===== config.mk =====
export PLATFORM = sky130hd
export DESIGN_NAME = multi_channel_soft_timer
export DESIGN_NICKNAME = d
export VERILOG_FILES = /design/src/mcst_pkg.sv /design/src/multi_channel_soft_timer.sv /design/src/mcst_mem.sv /design/src/mcst_ctrl.sv
export SDC_FILE = /design/constraint.sdc
export NUM_CORES = 1
export LEC_CHECK = 0
export ABC_AREA = 1
export BUFFER_PORTS_ARGS = -buffer_cell sky130_fd_sc_hd__clkbuf_2
export CAP_MARGIN = 20
export CORE_MARGIN = 2
export CORE_UTILIZATION = 50
export DETAILED_ROUTE_END_ITERATION = 7
export GPL_TIMING_DRIVEN = 0
export PLACE_DENSITY_LB_ADDON = 0.3
export SYNTH_ARGS = -nofsm -noshare
export SYNTH_HDL_FRONTEND = slang
export SYNTH_HIERARCHICAL = 1
export SYNTH_SLANG_ARGS = --single-unit
export TNS_END_PERCENT = 30

===== constraint.sdc =====
create_clock -name clk -period 18.09 [get_ports clk]
set_input_delay 0 -clock clk [delete_from_list [all_inputs] [get_ports clk]]
set_output_delay 0 -clock clk [all_outputs]
set_load 0.02 [all_outputs]

===== src/mcst_pkg.sv =====
// ----------------------------------------------------------------------------
// mcst_pkg
// Shared types and codes of the software timer bank: the request and fire
// transfer payloads, the per-slot record and the command and mode codes.
// ----------------------------------------------------------------------------
package mcst_pkg;

  localparam logic [2:0] CMD_TICK       = 3'd0;
  localparam logic [2:0] CMD_ATTACH     = 3'd1;
  localparam logic [2:0] CMD_START_ONCE = 3'd2;
  localparam logic [2:0] CMD_START_LOOP = 3'd3;
  localparam logic [2:0] CMD_RESTART    = 3'd4;
  localparam logic [2:0] CMD_DISABLE    = 3'd5;

  localparam logic [1:0] MODE_OFF  = 2'd0;
  localparam logic [1:0] MODE_ONCE = 2'd1;
  localparam logic [1:0] MODE_LOOP = 2'd2;

  typedef struct packed {
    logic [2:0]  command;
    logic [2:0]  slot;
    logic [31:0] period_ms;
    logic [31:0] now_ms;
  } mcst_req_t;

  typedef struct packed {
    logic [2:0] fired_slot;
    logic       last_fired;
  } mcst_fire_t;

  typedef struct packed {
    logic        attached;
    logic [1:0]  mode;
    logic [31:0] period;
    logic [31:0] start_time;
  } mcst_entry_t;

endpackage


===== src/multi_channel_soft_timer.sv =====
// ----------------------------------------------------------------------------
// multi_channel_soft_timer
// Bank of one-shot / periodic software timer slots. Commands attach, start,
// restart or disable a slot; a tick scans all slots and reports each expiry.
// ----------------------------------------------------------------------------
//  channel | direction | payload      | handshake
//  req     | in        | mcst_req_t   | req_valid / req_stall
//  fire    | out       | mcst_fire_t  | fire_valid / fire_stall
//
//  A slot command is one memory read, then one write back.
//  A tick is accepted, then the scan reads one slot record per cycle from
//  the single-read-port memory unless a stalled fire holds it, then flushes.
//  A stalled fire output holds the scan only when a further expiry is found,
//  and holds the flush cycle while the last fire of the tick is pending.
//  Reset clears the slot valid bits at once; no clearing pass is needed.
// ----------------------------------------------------------------------------
module multi_channel_soft_timer #(
  parameter int SLOTS = 8
) (
  input  logic                 clk,
  input  logic                 rst,
  input  logic                 req_valid,
  output logic                 req_stall,
  input  mcst_pkg::mcst_req_t  req,
  output logic                 fire_valid,
  input  logic                 fire_stall,
  output mcst_pkg::mcst_fire_t fire
);
  import mcst_pkg::*;

  localparam int AW = (SLOTS > 1) ? $clog2(SLOTS) : 1;

  logic [AW-1:0] rd_addr;
  mcst_entry_t   rd_data;
  logic          wr_en;
  logic [AW-1:0] wr_addr;
  mcst_entry_t   wr_data;

  mcst_mem #(
    .SLOTS (SLOTS),
    .AW    (AW)
  ) u_mem (
    .clk     (clk),
    .rst     (rst),
    .rd_addr (rd_addr),
    .rd_data (rd_data),
    .wr_en   (wr_en),
    .wr_addr (wr_addr),
    .wr_data (wr_data)
  );

  mcst_ctrl #(
    .SLOTS (SLOTS),
    .AW    (AW)
  ) u_ctrl (
    .clk        (clk),
    .rst        (rst),
    .req_valid  (req_valid),
    .req_stall  (req_stall),
    .req        (req),
    .fire_valid (fire_valid),
    .fire_stall (fire_stall),
    .fire       (fire),
    .rd_addr    (rd_addr),
    .rd_data    (rd_data),
    .wr_en      (wr_en),
    .wr_addr    (wr_addr),
    .wr_data    (wr_data)
  );

  a_tick_busy: assert property (@(posedge clk) disable iff (rst)
    req_valid && !req_stall && req.command == CMD_TICK |=> req_stall)
    else $error("tick transfer did not start a scan");

  a_mid_tick_busy: assert property (@(posedge clk) disable iff (rst)
    fire_valid && !fire.last_fired |-> req_stall)
    else $error("non-last fire shown while idle");

  a_fire_in_range: assert property (@(posedge clk) disable iff (rst)
    fire_valid |-> 7'(fire.fired_slot) < 7'(SLOTS))
    else $error("fired slot out of range");

  a_no_fire_on_cmd: assert property (@(posedge clk) disable iff (rst)
    req_valid && !req_stall && req.command != CMD_TICK && !fire_valid |=> !fire_valid)
    else $error("fire transfer caused by a slot command");

endmodule


===== src/mcst_mem.sv =====
// ----------------------------------------------------------------------------
// mcst_mem
// Slot record memory: one write port, one read port with registered data.
// Per-entry valid bits make never-written entries read as the reset record.
// ----------------------------------------------------------------------------
module mcst_mem #(
  parameter int SLOTS = 8,
  parameter int AW    = 3
) (
  input  logic                  clk,
  input  logic                  rst,
  input  logic [AW-1:0]         rd_addr,
  output mcst_pkg::mcst_entry_t rd_data,
  input  logic                  wr_en,
  input  logic [AW-1:0]         wr_addr,
  input  mcst_pkg::mcst_entry_t wr_data
);
  import mcst_pkg::*;

  mcst_entry_t      mem [SLOTS];
  logic [SLOTS-1:0] valid;

  always_ff @(posedge clk) begin
    if (wr_en) begin
      mem[wr_addr] <= wr_data;
    end
  end

  always_ff @(posedge clk) begin
    if (rst) begin
      valid <= '0;
    end else if (wr_en) begin
      valid[wr_addr] <= 1'b1;
    end
  end

  always_ff @(posedge clk) begin
    rd_data <= valid[rd_addr] ? mem[rd_addr] : '0;
  end

endmodule


===== src/mcst_ctrl.sv =====
// ----------------------------------------------------------------------------
// mcst_ctrl
// Command sequencer: read-modify-write of one slot per command, and a tick
// scan that checks one slot per cycle while no stalled fire holds it. A fired
// slot is held back one step so the last fire of a tick can be flagged.
// ----------------------------------------------------------------------------
module mcst_ctrl #(
  parameter int SLOTS = 8,
  parameter int AW    = 3
) (
  input  logic                  clk,
  input  logic                  rst,
  input  logic                  req_valid,
  output logic                  req_stall,
  input  mcst_pkg::mcst_req_t   req,
  output logic                  fire_valid,
  input  logic                  fire_stall,
  output mcst_pkg::mcst_fire_t  fire,
  output logic [AW-1:0]         rd_addr,
  input  mcst_pkg::mcst_entry_t rd_data,
  output logic                  wr_en,
  output logic [AW-1:0]         wr_addr,
  output mcst_pkg::mcst_entry_t wr_data
);
  import mcst_pkg::*;

  typedef enum logic [1:0] {S_IDLE, S_CMD, S_SCAN, S_FLUSH} state_t;

  localparam int LastIdx = SLOTS - 1;

  state_t      state;
  mcst_req_t   cur;
  logic [AW-1:0] idx;
  logic        pend_v;
  logic [AW-1:0] pend_slot;

  logic        accept;
  logic        slot_ok;
  logic        cmd_ok;
  logic        can_load;
  logic        is_last;
  logic        fire_hit;
  logic        hold;
  logic        fire_load;
  logic [31:0] elapsed;

  assign req_stall = (state != S_IDLE);
  assign accept    = req_valid && !req_stall;
  assign slot_ok   = 7'(req.slot) < 7'(SLOTS);
  assign cmd_ok    = (req.command >= CMD_ATTACH) && (req.command <= CMD_DISABLE);
  assign can_load  = !fire_valid || !fire_stall;
  assign is_last   = (idx == AW'(LastIdx));
  assign elapsed   = cur.now_ms - rd_data.start_time;
  assign fire_hit  = rd_data.attached && (rd_data.mode != MODE_OFF) &&
                     (elapsed > rd_data.period);
  assign hold      = fire_hit && pend_v && !can_load;
  assign fire_load = (state == S_SCAN && fire_hit && !hold && pend_v) ||
                     (state == S_FLUSH && pend_v && can_load);

  always_comb begin
    priority if (state == S_IDLE) begin
      rd_addr = (req.command == CMD_TICK) ? '0 : AW'(req.slot);
    end else if (state == S_SCAN && !hold && !is_last) begin
      rd_addr = idx + AW'(1);
    end else begin
      rd_addr = idx;
    end
  end

  always_comb begin
    wr_addr = idx;
    wr_data = rd_data;
    wr_en   = 1'b0;
    unique case (state)
      S_CMD: begin
        wr_en = 1'b1;
        unique case (cur.command)
          CMD_ATTACH: begin
            wr_data.attached   = 1'b1;
            wr_data.mode       = MODE_OFF;
            wr_data.period     = '0;
            wr_data.start_time = '0;
          end
          CMD_START_ONCE: begin
            wr_data.mode       = MODE_ONCE;
            wr_data.period     = cur.period_ms;
            wr_data.start_time = cur.now_ms;
          end
          CMD_START_LOOP: begin
            wr_data.mode       = MODE_LOOP;
            wr_data.period     = cur.period_ms;
            wr_data.start_time = cur.now_ms;
          end
          CMD_RESTART: begin
            if (rd_data.period != '0 && rd_data.mode != MODE_OFF) begin
              wr_data.start_time = cur.now_ms;
            end
          end
          CMD_DISABLE: begin
            wr_data.mode = MODE_OFF;
          end
          default: begin
            wr_en = 1'b0;
          end
        endcase
      end
      S_SCAN: begin
        wr_en              = fire_hit && !hold;
        wr_data.start_time = cur.now_ms;
        if (rd_data.mode == MODE_ONCE) begin
          wr_data.mode = MODE_OFF;
        end
      end
      default: begin
        wr_en = 1'b0;
      end
    endcase
  end

  always_ff @(posedge clk) begin
    if (rst) begin
      state      <= S_IDLE;
      pend_v     <= 1'b0;
      fire_valid <= 1'b0;
    end else begin
      if (fire_load) begin
        fire_valid <= 1'b1;
      end else if (fire_valid && !fire_stall) begin
        fire_valid <= 1'b0;
      end
      unique case (state)
        S_IDLE: begin
          if (accept) begin
            cur <= req;
            if (req.command == CMD_TICK) begin
              idx   <= '0;
              state <= S_SCAN;
            end else if (cmd_ok && slot_ok) begin
              idx   <= AW'(req.slot);
              state <= S_CMD;
            end
          end
        end
        S_CMD: begin
          state <= S_IDLE;
        end
        S_SCAN: begin
          if (!hold) begin
            if (fire_hit) begin
              if (pend_v) begin
                fire.fired_slot <= 3'(pend_slot);
                fire.last_fired <= 1'b0;
              end
              pend_v    <= 1'b1;
              pend_slot <= idx;
            end
            if (is_last) begin
              state <= S_FLUSH;
            end else begin
              idx <= idx + AW'(1);
            end
          end
        end
        S_FLUSH: begin
          if (!pend_v) begin
            state <= S_IDLE;
          end else if (can_load) begin
            fire.fired_slot <= 3'(pend_slot);
            fire.last_fired <= 1'b1;
            pend_v          <= 1'b0;
            state           <= S_IDLE;
          end
        end
        default: begin
          state <= S_IDLE;
        end
      endcase
    end
  end

endmodule


---- After elaboration in Yosys (flattened, before gate mapping) ----
Memory sizes are Yosys's and may differ from the RTL's. A register that Yosys moved wholly into a read port is not among the register bits.
Index checks and enable logic that the tools add are counted.
storage, ports and cells
  output and inout port bits .............. 6
  bits in registers ....................... 89
  word-level logic and storage cells ...... 134
  bits in writable memories ............... 536
  memories kept ........................... 1
  input bits .............................. 74
cells by class
  bitwise gates (word level) .............. 3
  reductions and logical operators ........ 43
  add/sub/neg operators ................... 2
  $lt $le $gt $ge ......................... 6
  multiplexer cells ....................... 48
  equality and inequality tests ........... 20
memories
  memory     depth  width  rd ports  clocked after Yosys merged registers in  wr ports  RTL line        text
  u_mem.mem  8      67     1         1                                        1         mcst_mem.sv:20  mcst_entry_t mem [SLOTS];
operators with widths
  kind                                                                number
  case mux 32 bit (2 select lines)                                    2
  case mux 32 bit (3 select lines)                                    1
  2-to-1 mux 32 bit                                                   2
  > comparator 32 bit                                                 1
  nonzero test 32 bit                                                 1
  subtractor 32 bit                                                   1
  2-to-1 mux 3 bit                                                    8
  2-to-1 mux 4 bit                                                    5
  logical AND 1 bit                                                   17
  2-to-1 mux 2 bit                                                    8
  2-to-1 mux 1 bit                                                    13
  != test 2 x 1 -> 1 bit (second input constant)                      6
  nonzero test 2 bit                                                  5
  equality test 3 bit (second input constant)                         3
  less-than comparator 3 x 4 -> 1 bit (second input constant)         2
  OR 8 bit                                                            1
  case mux 2 bit (4 select lines)                                     1
  case mux 4 bit (2 select lines)                                     1
  logical NOT 1 bit                                                   7
  AND reduction 7 bit                                                 1
  equality test 3 x 2 -> 1 bit (second input constant)                2
  greater-or-equal comparator 3 x 1 -> 1 bit (second input constant)  2
  case mux 2 bit (3 select lines)                                     1
  case mux 3 bit (2 select lines)                                     1
  22 further kinds                                                    30

---- Longest topological paths before layout ----
  word-level depth ........................ 13
  depth in mapped cells ................... 39
  depth with buffers taken out ............ 36

---- By module ----
Netlist, hierarchy kept.
modules (own cells, without submodules)
  module     instances  area each (µm²)  cells each
  mcst_mem   1          25557.0          2595
  mcst_ctrl  1          7988.9           1138

---- Least setup slack after synthesis ----
Ideal clock, no wire load.
  path kind ............................... flip-flop to flip-flop
  start point ............................. register u_ctrl/cur[0] in the netlist's numbering
  end point ............................... memory u_mem/mem[1][0] in the netlist's numbering (enable)
  required time ........................... 17.513 ns
  stages on the path, launching flop included .. 25
  setup slack ............................. 9.858 ns
  arrival ................................. 7.655 ns
  cell sequence ........................... edfxtp_1 -> inv_1 -> ha_1 -> inv_1 -> fa_1 -> nand3_1 -> nand2_2 -> nand2_1 -> nand2_1 -> a21oi_4 -> o21ai_2 -> nand2_1 -> nand2_1 -> xor2_1 -> ha_1 -> nand4_1 -> nor3_1 -> nand2_1 -> inv_1 -> nand2_1 -> nand2_1 -> nand3_2 -> o22ai_1 -> nand2_1 -> nor3_1
between the ends
  longest elaborated chain between the ends .. 10
RTL lines
  what                                        RTL line                        text
  from (decl)                                 mcst_ctrl.sv:32                 mcst_req_t cur;
  from (signal assigned)                      mcst_ctrl.sv:134                cur <= req;
  subtractor 32 bit (*)                       mcst_ctrl.sv:53                 assign elapsed = cur.now_ms - rd_data.start_time;
  > comparator 32 bit (*)                     mcst_ctrl.sv:55                 (elapsed > rd_data.period);
  logical AND 1 bit (*)                       mcst_ctrl.sv:54                 assign fire_hit = rd_data.attached && (rd_data.mode != MODE_OFF) &&
  logical AND 1 bit (2 in a row)              mcst_ctrl.sv:56                 assign hold = fire_hit && pend_v && !can_load;
  logical NOT 1 bit                           mcst_ctrl.sv:108                wr_en = fire_hit && !hold;
  logical AND 1 bit (*)                       mcst_ctrl.sv:108
  case mux 1 bit (2 select lines) (*)         mcst_ctrl.sv:74                 unique case (state)
  net wr_en                                   multi_channel_soft_timer.sv:35  logic wr_en;
  2-to-1 mux 1 bit (*)                        mcst_mem.sv:24                  if (wr_en) begin
  2-to-1 mux 1 bit (not written as such) (*)  mcst_mem.sv:25                  mem[wr_addr] <= wr_data;
  to (decl)                                   mcst_mem.sv:20
Mark *: on every way through the listed nets, which the timed path passes. The rest lies on a longest branch.

---- Final worst setup path ----
  start point ............................. register u_ctrl/cur[0] in the netlist's numbering
  end point ............................... register u_mem/rd_data[18] (netlist name)
between the ends
  longest elaborated chain between the ends .. 13
RTL lines
  what                                    RTL line                        text
  subtractor 32 bit (*)                   mcst_ctrl.sv:53
  > comparator 32 bit (*)                 mcst_ctrl.sv:55
  logical AND 1 bit (*)                   mcst_ctrl.sv:54
  logical AND 1 bit (*) (2 in a row)      mcst_ctrl.sv:56
  logical NOT 1 bit (*)                   mcst_ctrl.sv:63                 end else if (state == S_SCAN && !hold && !is_last) begin
  logical AND 1 bit (*) (2 in a row)      mcst_ctrl.sv:63
  2-to-1 mux 3 bit (*)                    mcst_ctrl.sv:63
  2-to-1 mux 3 bit (*)                    mcst_ctrl.sv:61                 priority if (state == S_IDLE) begin
  net rd_addr[2]                          multi_channel_soft_timer.sv:33  logic [AW-1:0] rd_addr;
  binary-select mux 1 bit (select 3 bit)  mcst_mem.sv:38                  rd_data <= valid[rd_addr] ? mem[rd_addr] : '0;
  2-to-1 mux 1 bit (not written as such)  mcst_mem.sv:38
  logical NOT 1 bit (no source line)      n/a
Mark *: on every way through the listed nets, which the timed path passes. The rest lies on a longest branch. The select of a mux whose other input is x is not followed.
A chain may end at the register's enable or synchronous reset.

==> metrics <==
Die X=263 um; Clock power frac=22.1%; hold-fix buffers at CTS=74; Clk Latency, worst-skew pair=~0.64 ns; combinational share of power=45.9%; Longest Clk Path Bufs=3; layout cells sized above 1=a little under a tenth; initial antenna violation count=1; Startpoint Class=register; FF+latch area=0.0200 mm^2; total power=about 6.7 mW; ys flop type=edfxtp_1; Cell Area, Synth=about 0.034 mm^2; 1st-pass router iterations=6; count of yosys warnings during synthesis=6; total grt overflow=0; Worst Hold Class=in -> reg; gr usage total=27.4%; Inst Count DP=4697; # IOs=80; critical path class=reg -> reg; critical path fanouts, max=10; VDD IR max=0.000103 V; Worst Path Arrival=6.78 ns; vias per cell=5.28; crit end category=register; clock-pin slew on the worst setup and hold paths=0.06 ns; Worst Hold Slack=0.0750 ns; sw power=2.90 mW; Final Hold Viols=0; chip height=around 260 um; pwr dens=173 mW/mm^2; diode count=0; Post-synth EDFFs=approximately 610; setup bufs post-CTS=0; first-pass GRT wire length=142 mm; top cell type's share of synthesized area=54.9%; dpl cell area=0.0354 mm^2; Rows=94; TritonCTS Buffers=73; slowest cell on the critical path=buf_1; die area=just under 0.07 mm^2; Multi-input gate area=approximately 0.0099 mm^2; RSZ-0062 raised after global routing=false; cts repair resizes=0; delay-heaviest family, CP=buffers and inverters; Sink Count=approximately 690; Achievable Freq=161 MHz; CTS root buffer=clkbuf_16; P&R area growth vs syn=14.8%; pin count of the biggest net entering global routing=41; Seq pwr share=32.0%; syn nets=about 3.9k; vias in the first global route=24.4k; Lkg Pwr=17.8 nW; area leader, netlist=edfxtp_1; worst-margin pin slew=about 1.2 ns; clk_skew=0.0295 ns; # Max-Cap Violations=0; final setup violation count=0; Slew HR=21.8%; Post-Route WL=95.7 mm; DR WL/cell=19.5 um; CP peak stage delay=around 0.53 ns; Critical Path Most Common Cell=nand2_1; FF+latch count, synth=around 690; GP Congestion=around 0.93; min Tclk post-route=6.21 ns; max-slew violations=0; final setup margin=~12 ns; core area=approximately 0.066 mm^2; switch share=approximately 43%; period utilisation layout=34.3%; detailed placer's ending HPWL=63.1 mm; Via Count=25.9k; Filler Cells Inserted=5646; Internal=3.77 mW; Avg Cell Area, Syn=roughly 9 um^2; DRC=0; count leader, synth=nand2_1; DP Worst Slack=12.09 ns; Fin Setup TNS=0 ns; CTS tree=built; I/O Buffers=79; Commonest cells post-synth=1186 x nand2_1, 717 x inv_1, 613 x edfxtp_1; non-filler cells, final=4906; Synth async-reset ratio=0%; starting density of the core=50.8%; violation count after the first detailed-route iteration=2738; Finished Core Util=58.3%; Required @ worst endpoint=between 15 and 20 ns; htree depth=3; Nets=a little over 4k; WP buf/inv=8; run status=finished, final reports clean; fin area=between 0.03 and 0.04 mm^2; Mapped Cells=3733; antenna-violating nets left=0; synth top area cells=edfxtp_1 55%, nand2_1 13%, inv_1 8.0%; Yosys cell types=51; register area share after synthesis=59.6%
routing by layer:
metal / up-vias / global-route usage, % / share of wire [%]
li1: 12300 / - / -
met1: 12100 / 36.0 / 40
met2: 1255 / 44.8 / 47
met3: 214 / 4.76 / 9.4
met4: 0 / 12.1 / 4.0
met5: - / 0 / 0
worst register-to-register path: cells and delay by family, from the launching register on:
kind | cells | cell delay [ns]
and+or+nand+nor | 17 | 1.98
buffers and inverters | 8 | 2.16
adders and majority gates | 3 | 0.89
AOI/OAI and AO/OA | 2 | 0.43
DFF | 1 | 0.51
xor gates and xnor gates | 1 | 0.20
layout make-up:
class	count	area share [%]
clock inverter	30	0.822
buffer	160	2.06
timing repair buffer	175	3.92
clock buffer	104	5.26
sequential	692	51.9
inverter	779	7.63
tap	864	2.81
multi-input combinational	2102	25.6
cells by family (layout without fill, tap and decap cells):
family,after synthesis,after routing,synth area share [%]
compound gates,274,274,4.42
xor+xnor,27,27,0.705
fa+ha+maj,71,71,2.67
buf+inv,939,1248,11.1
flops,692,692,59.6
simple gates,1730,1730,21.5
cells in the final DEF (no fill, tap or decap), drive strengths merged, types with 5 or more instances in the layout:
cell,n
nand2,1192
inv,762
edfxtp,613
nand3,375
clkbuf,225
a21oi,156
buf,140
nor2,98
o21ai,91
dfxtp,79
dlygate4sd3,74
ha,70
clkinv,39
nand3b,32
xor2,19
nand4,15
nor3,12
xnor2,8
a21o,7
bufinv,5
power by group through the flow:
stage | clock, mW | sequential, mW | combinational (mW)
global route | 1.55 | 2.14 | 3.34
CTS | 1.49 | 2.13 | 3.00
floorplan | 0 | 2.14 | 1.94
detailed placement | 0 | 2.17 | 2.96
global placement | 0 | 2.17 | 2.90
finish | 1.48 | 2.14 | 3.06
path summary, 6_finish.rpt:
| check | depth (start not counted) | slack (ns) | startpoint | to |
|---|---|---|---|---|
| min reg2reg | 0 | 0.43 | u_ctrl/pend_slot[1]$_DFFE_PP_ | u_ctrl/fire[2]$_DFFE_PP_ |
| max | 31 | 11.88 | u_ctrl/cur[0]$_DFFE_PP_ | u_mem/rd_data[18]$_SDFF_PN0_ |
| min | 2 | 0.07 | req[47] | u_ctrl/cur[47]$_DFFE_PP_ |
| max reg2reg | 31 | 11.88 | u_ctrl/cur[0]$_DFFE_PP_ | u_mem/rd_data[18]$_SDFF_PN0_ |
sequential cells by signal (all words and copies together) (netlist names):
signal,count
u_ctrl/cur,67
u_ctrl/fire,4
u_ctrl/fire_valid,1
u_ctrl/pend_slot,3
u_ctrl/pend_v,1
u_ctrl/state,2
u_ctrl/wr_addr,3
u_mem/mem,536
u_mem/rd_data,67
u_mem/valid,8
Note: power is estimated with default switching activity, not from simulation.
